**src/hdl/tds_pkg.sv**
```systemverilog
// Shared types and constants for the tridiagonal system solver.
package tds_pkg;

	localparam int unsigned WordW = 32;
	localparam int unsigned IdxW = 6;
	localparam int unsigned QuoW = 49;

	typedef enum logic [3:0] {
		ST_IDLE,
		ST_LOAD,
		ST_MUL,
		ST_DEN,
		ST_DIV_C,
		ST_WAIT_C,
		ST_DIV_D,
		ST_WAIT_D,
		ST_WRITE_D,
		ST_BS_RD,
		ST_BS_MUL,
		ST_BS_OUT,
		ST_BS_WAIT
	} tds_state_t;

	// Commands from the controller to the datapath.
	typedef struct packed {
		logic capture;
		logic form_den;
		logic start_div_c;
		logic start_div_d;
		logic write_c;
		logic write_d;
		logic bs_read;
		logic bs_mul;
		logic bs_form;
		logic bs_first;
	} tds_cmd_t;

	// Status from the datapath to the controller.
	typedef struct packed {
		logic div_done;
	} tds_stat_t;

	// Saturate a 48 bit signed value to 32 bits.
	function automatic logic signed [WordW-1:0] sat48(input logic signed [47:0] v);
		logic signed [WordW-1:0] r;
		if (v > 48'sh0000_7FFF_FFFF) begin
			r = 32'sh7FFF_FFFF;
		end else if (v < -48'sh0000_8000_0000) begin
			r = 32'sh8000_0000;
		end else begin
			r = v[WordW-1:0];
		end
		return r;
	endfunction

endpackage

```
**src/hdl/tds_ctrl.sv**
```systemverilog
// Controller: sequences the forward sweep and the back substitution.
module tds_ctrl
	import tds_pkg::*;
#(
	parameter int MaxRows = 64
) (
	input  logic            clk,
	input  logic            arst_n,
	input  logic            in_valid,
	output logic            in_ready,
	input  logic            last_row,
	input  logic            out_ready,
	output logic            out_valid,
	input  tds_stat_t       stat,
	input  logic            den_zero,
	output tds_cmd_t        cmd,
	output logic [IdxW-1:0] row_idx,
	output logic            first_row,
	output logic            err_out,
	output logic            final_flag
);

	tds_state_t      state_q, state_d;
	logic [IdxW:0]   count_q, count_d;
	logic [IdxW-1:0] idx_q, idx_d;
	logic            last_q, last_d;
	logic            err_q, err_d;
	logic            first_q, first_d;

	assign row_idx    = idx_q;
	assign first_row  = (count_q == '0);
	assign err_out    = err_q;
	assign final_flag = (idx_q == '0);

	always_ff @(posedge clk or negedge arst_n) begin
		if (!arst_n) begin
			state_q <= ST_IDLE;
			count_q <= '0;
			idx_q   <= '0;
			last_q  <= 1'b0;
			err_q   <= 1'b0;
			first_q <= 1'b0;
		end else begin
			state_q <= state_d;
			count_q <= count_d;
			idx_q   <= idx_d;
			last_q  <= last_d;
			err_q   <= err_d;
			first_q <= first_d;
		end
	end

	// Next state and commands.
	always_comb begin
		state_d   = state_q;
		count_d   = count_q;
		idx_d     = idx_q;
		last_d    = last_q;
		err_d     = err_q;
		first_d   = first_q;
		cmd       = '0;
		in_ready  = 1'b0;
		out_valid = 1'b0;
		cmd.bs_first = first_q;
		case (state_q)
			ST_IDLE: begin
				in_ready = 1'b1;
				idx_d    = count_q[IdxW-1:0] - IdxW'(1);
				if (in_valid) begin
					cmd.capture = 1'b1;
					last_d      = last_row;
					if (count_q == (IdxW+1)'(MaxRows)) begin
						err_d = 1'b1;
						if (last_row) begin
							idx_d   = IdxW'(MaxRows - 1);
							first_d = 1'b1;
							state_d = ST_BS_RD;
						end
					end else begin
						state_d = ST_LOAD;
					end
				end
			end
			ST_LOAD: state_d = ST_MUL;
			ST_MUL: begin
				cmd.bs_mul = 1'b1;
				state_d    = ST_DEN;
			end
			ST_DEN: begin
				cmd.form_den = 1'b1;
				idx_d        = count_q[IdxW-1:0];
				state_d      = ST_DIV_C;
			end
			ST_DIV_C: begin
				if (den_zero) err_d = 1'b1;
				if (last_q) begin
					state_d = ST_DIV_D;
				end else begin
					cmd.start_div_c = 1'b1;
					state_d = ST_WAIT_C;
				end
			end
			ST_WAIT_C: begin
				if (stat.div_done) state_d = ST_DIV_D;
			end
			ST_DIV_D: begin
				cmd.write_c     = !last_q;
				cmd.start_div_d = 1'b1;
				state_d         = ST_WAIT_D;
			end
			ST_WAIT_D: begin
				if (stat.div_done) state_d = ST_WRITE_D;
			end
			// The quotient has settled; store it and close the row.
			ST_WRITE_D: begin
				cmd.write_d = 1'b1;
				count_d     = count_q + (IdxW+1)'(1);
				if (last_q) begin
					first_d = 1'b1;
					state_d = ST_BS_RD;
				end else begin
					idx_d   = count_q[IdxW-1:0];
					state_d = ST_IDLE;
				end
			end
			ST_BS_RD: begin
				if (count_q != '0 && state_q == ST_BS_RD && idx_q == count_q[IdxW-1:0]) begin
					idx_d = idx_q;
				end
				state_d = ST_BS_MUL;
			end
			ST_BS_MUL: begin
				cmd.bs_read = 1'b1;
				state_d     = ST_BS_OUT;
			end
			ST_BS_OUT: begin
				cmd.bs_form = 1'b1;
				state_d     = ST_BS_WAIT;
			end
			ST_BS_WAIT: begin
				out_valid = 1'b1;
				if (out_ready) begin
					first_d = 1'b0;
					if (idx_q == '0) begin
						count_d = '0;
						err_d   = 1'b0;
						state_d = ST_IDLE;
					end else begin
						idx_d   = idx_q - IdxW'(1);
						state_d = ST_BS_RD;
					end
				end
			end
			default: state_d = ST_IDLE;
		endcase
	end

endmodule

```
**config.mk**
```make
export PLATFORM = sky130hd
export DESIGN_NAME = tds_ctrl
export DESIGN_NICKNAME = d
export VERILOG_FILES = /design/src/hdl/tds_pkg.sv /design/src/hdl/tds_ctrl.sv
export SDC_FILE = /design/constraint.sdc
export NUM_CORES = 1
export LEC_CHECK = 0
export BUFFER_PORTS_ARGS = -buffer_cell sky130_fd_sc_hd__buf_2
export CORE_MARGIN = 10
export CORE_UTILIZATION = 56
export CTS_CLUSTER_DIAMETER = 200
export DETAILED_ROUTE_END_ITERATION = 10
export PLACE_DENSITY = 0.8
export SYNTH_ARGS = -nofsm -noshare
export SYNTH_HDL_FRONTEND = slang
export SYNTH_SLANG_ARGS = --single-unit
```
**constraint.sdc**
```tcl
create_clock -name clk -period 2.4 [get_ports clk]
set_input_delay 0.24 -clock clk [delete_from_list [all_inputs] [get_ports clk]]
set_output_delay 0.24 -clock clk [all_outputs]
set_load 0.005 [all_outputs]
```
==> metrics.csv, run 1 <==
metric,value,unit
rsz0062_at_grt,no,
synth_cells,198,
ios,28,
pwr_density_cell,1260,nW/um2
max-vdd-ir-drop,0.868,mV
slew_headroom,65.3,%
io_buffers,27,
drtIter0Drc,171,
period_minus_slack,2030,ps
num_vias,1538,
firstDrtPassIters,4,
finalSetupViolCount,0,
wirelength,4.00,mm
die_area,5440,um2
yosys.area.top_type,dfrtp_1,
wl_per_cell,15.9,um
nNetsFinal,234,
syn_nets,210,
synthDistinctLibCells,54,
die_h,73.8,um
cts.sinks,20,
slew_viol_final,0,
syn_avg_cell_area,8.17,um2
slowest_delay,580,ps
core_area,2760,um2
dp_hpwl,3.16,mm
synth_top_area_share,30.9,%
fmax,0.492,GHz
final_common_cell,nor2_1,
cp.required,2580,ps
ant_nets,0,
grt_usage,15.1,%
slowest_stage,dfrtp_1,
syn_area,1620,um2
grt_pass1_wl,6.79,mm
clk_latency,300,ps
yosysWarnings,0,
status,"finished, final reports clean",
gp_congestion,0.847,
leakage,0.000800,uW
crit_fanout,15,
drive_gt1_share,21.3,%
synth_seq_area_share,30.9,%
place_area,1760,um2
cp-end-kind,flip-flop,
synth-edff-count,0,
fin_skew,6.41,ps
crit_arrival,2210,ps
h-tree-depth,1,
tritoncts,built,
setup_tns,0,ps
drc,0,
crit_chain,nand4bb_1 > clkinv_2 > nand2_1 > o21a_1 > a2111oi_0 > a21oi_1,
hold_viol,0,
hp-class,input pin to flip-flop,
cts-buffers-inserted,3,
grt_start_max_net_pins,21,
layout_common_cells,"nor2_1 (30), buf_2 (27), dfrtp_1 (20)",
cts_buffer_depth,2,
synth.area.top_cells,"dfrtp_1 (31%), nor2_1 (7.0%), nand2_1 (3.9%)",
final_core_util,65.5,%
worstSetupPathType,flip-flop to flip-flop,
initial_core_util,58.7,%
nFillCells,248,
cts.repair.resized,0,
syn2layout_area_growth,11.6,%
antenna_found_initial,0,
core.rowCount,19,
design_area,1810,um2
diodes,0,
die_w,73.8,um
start_kind,flip-flop,
ys_seq_elements,20,
worst_pin_slew,520,ps
grt-ovfl-total,0,
clk_root_buffer_cell,clkbuf_4,
async_flop_share,100,%
avgViaCountPerCell,6.10,
grt_pass1_vias,1449,
period_share,84.8,%
synth_flop_cell,dfrtp_1,
clk_pin_slew,110,ps
drv_cap,0,
stage by stage:
stage / hold slack, ps / worst slack, ps / instances / power [uW]
after CTS: 200 / 374 / 252 / 2270
after global routing: 218 / 161 / 252 / 2480
after floorplan: -55.6 / 466 / 198 / 1730
final: 211 / 366 / 252 / 2270
after detailed placement: 213 / 394 / 247 / 2070
after global placement: 209 / 446 / 247 / 2010
power breakdown:
| group | internal (uW) | leakage [uW] | switching, uW |
|---|---|---|---|
| Sequential | 488 | 0.000241 | 303 |
| Clock | 92.5 | 0.0000210 | 98.1 |
| Combinational | 579 | 0.000538 | 705 |
| Total | 1160 | 0.000800 | 1110 |
worst max-delay path, delay by kind of cell (launching register included):
| family | cells | cell delay [ps] |
|---|---|---|
| and+or+nand+nor | 2 | 440 |
| buffers and inverters | 1 | 140 |
| AOI/OAI and AO/OA | 3 | 750 |
| DFF | 1 | 580 |
metal layers:
layer / vias up / track usage (%) / share of wire (%)
met5: - / 0 / 0
met4: 0 / 2.90 / 1.3
met3: 6 / 4.04 / 7.3
met2: 57 / 24.3 / 47
met1: 724 / 19.8 / 44
li1: 751 / - / -
state kept, by name, indices dropped and copies added (netlist names):
name and count:
first_q 1, last_q 1, state_q 4, row_idx 6
err_out 1, count_q 7
synthesized netlist by cell type, types with 3 or more instances:
cell type and instances:
nor3_1 8, nor2_1 30, clkbuf_1 4, nand4_1 3, nand2_1 17, xnor2_1 7
o21ai_1 12, a221oi_1 3, dfrtp_1 20, and3_1 4, a21oi_1 12, o21ai_0 3
inv_1 7, buf_2 8, nor3b_1 4, nand2b_1 4, ha_1 5
worst paths after layout:
kind / from / to / slack, ps / cells after the start
setup / recovery: state_q[1] / row_idx[1] / 370 / 6
hold / removal: last_row / last_q / 210 / 2
setup reg to reg: state_q[1] / row_idx[1] / 370 / 6
hold reg to reg: err_out / err_out / 490 / 1
max in group asynchronous: arst_n / state_q[0] / 1710 / 2
min in group asynchronous: arst_n / state_q[2] / 390 / 2
cell families (layout without fill, tap and decap cells):
logic type	Yosys count	in the layout	synth area share, %
buffers and inverters	23	46	6.73
AOI/OAI and AO/OA	50	50	21.3
xor gates and xnor gates	9	9	4.87
adders and majority gates	5	5	3.87
muxes	4	4	2.63
DFF	20	20	30.9
and+or+nand+nor	87	87	29.6
area by class of cell:
| cell class | count | area [um2] | share of cell area (%) |
|---|---|---|---|
| multi-input combinational | 155 | 1010 | 55.9 |
| timing repair buffer | 34 | 190 | 10.5 |
| inverter | 8 | 31.3 | 1.73 |
| tap | 31 | 38.8 | 2.15 |
| clock buffer | 4 | 36.3 | 2.01 |
| sequential | 20 | 500 | 27.7 |
timing repair:
item,CTS,global route
hold endpoints to repair,20,0
buffers inserted,0,0
hold buffers,1,0
setup endpoints to repair,0,0
Power figures use the tool's default switching activity.
==> run 2, diff against run 1 <==
clock period = 2.1 ns   (was 2.4 ns; I/O delays follow)
==> run 2 against run 1 <==
  * Wire length is 8.7% higher
  * First-iteration DRC count unchanged
  * Clock power grew 26%
  * Via count increased by 3.5%
  * Cell count up 2.8%
  * Sequential share of layout area decreased by 0.91 points
  * Setup slack worse by 270 ps
  * Total power increased by 21%
  * Global-route usage is 1.4 points higher
  * Die area is the same
==> metrics.csv, run 2 (synthesized netlist as in run 1, its figures left out) <==
metric,value,unit
drtIter0Drc,171,
period_share,95.7,%
wl_per_cell,16.8,um
intPower,1410,uW
pwr_density_cell,1460,nW/um2
grt_pass1_wl,7.37,mm
die_w,73.8,um
status,"finished, final reports clean",
initial_core_util,58.7,%
io_buffers,27,
clk_root_buffer_cell,clkbuf_4,
tritoncts,built,
clk_pin_slew,130,ps
slew_viol_final,0,
setup_tns,0,ps
die_h,73.8,um
critPathBufInv,3,
num_vias,1592,
die_area,5440,um2
rsz0062_at_grt,no,
place_area,1810,um2
cts_setup_buffers,0,
hold_viol,0,
p_switching,1320,uW
cts.sinks,20,
min_path_cells,2,
drive_gt1_share,24.1,%
hp-class,input pin to flip-flop,
drc,0,
core.rowCount,19,
reg2regPathDepth,6,
drv_cap,0,
diodes,0,
crit_arrival,1800,ps
design_area,1870,um2
max-vdd-ir-drop,1.32,mV
cts_buffer_depth,2,
rrSetupSlack,90,ps
avgViaCountPerCell,6.15,
antenna_found_initial,0,
syn2layout_area_growth,15.4,%
final_common_cell,nor2_1,
cts-buffers-inserted,3,
worst_pin_slew,464,ps
grt_usage,16.6,%
nNetsFinal,241,
dp_hpwl,3.32,mm
top_register,count_q,
final_core_util,67.7,%
fmax,0.498,GHz
path_delay_family,buffers and inverters,
worstSetupPathType,flip-flop to output port,
slew_headroom,69.0,%
layout_common_cells,"nor2_1 (30), buf_2 (27), dfrtp_1 (20)",
seq_power_share,29.5,%
grt_pass1_vias,1563,
leakage,0.000836,uW
combPwrFrac,61.7,%
slowest_delay,540,ps
clockPowerShare,8.8,%
p_sw_share,48.5,%
timing.rr.start,state_q[1],
slowest_stage,dfrtp_1,
fin_skew,12.4,ps
worstHoldStart,last_row,
min_to,last_q,
wirelength,4.35,mm
gp_congestion,0.856,
cp.required,1890,ps
cpMostUsedCell,buf_4,
ios,28,
r2r_end,count_q[4],
finalSetupViolCount,0,
start_kind,flip-flop,
largest_reg_flops,7,
grt-ovfl-total,0,
holdWs,177,ps
crit_fanout,13,
core_area,2760,um2
ant_nets,0,
grt_start_max_net_pins,21,
crit_chain,buf_4 > nor4b_4 > buf_4 > buf_2,
cp-end-kind,output port,
h-tree-depth,1,
period_minus_slack,2010,ps
clk_latency,320,ps
firstDrtPassIters,4,
==> run 2: per-stage QoR <==
step                total power [uW]  cells  worst slack (ps)
global placement                2390    254               224
global route                    3000    259              13.9
finish                          2730    259              90.9
CTS                             2710    259               112
floorplan                       1980    198               166
detailed placement              2460    254               165
==> run 2: cell type report <==
type                            instances  area (um2)
Multi-Input combinational cell        155        1020
Timing Repair Buffer                   41         243
Clock buffer                            4        36.3
Fill cell                             225         891
Sequential cell                        20         500
Tap cell                               31        38.8
Inverter                                8        31.3
==> run 2: worst max-delay path by stage <==
| stage | from | end | cells past startpoint |
|---|---|---|---|
| finish | state_q[1] | cmd[4] | 4 |
| global route | state_q[1] | row_idx[1] | 5 |
| CTS | state_q[1] | cmd[4] | 4 |
| detailed placement | state_q[1] | count_q[4] | 6 |
| global placement | state_q[1] | count_q[4] | 6 |
| floorplan | count_q[0] | err_out | 8 |
==> run 2: power groups by stage <==
stage	sequential [uW]	clock (uW)	combinational, uW
2_1_floorplan	716	0	1260
3_5_place_dp	807	0	1650
3_3_place_gp	796	0	1590
5_1_grt	845	258	1890
6_report	806	240	1690
4_1_cts	798	245	1660
==> run 2: per-layer routing <==
layer | track usage, % | vias up | part of all wire, %
li1 | - | 763 | -
met1 | 21.8 | 754 | 43
met2 | 25.3 | 67 | 47
met3 | 3.77 | 8 | 7.9
met4 | 6.83 | 0 | 1.6
met5 | 0 | - | 0
==> run 2: what timing repair did <==
item | in CTS | in global routing
setup endpoints to repair | 0 | 2
resized for setup | 0 | 2
hold endpoints to repair | 20 | 0
hold buffers | 1 | 0
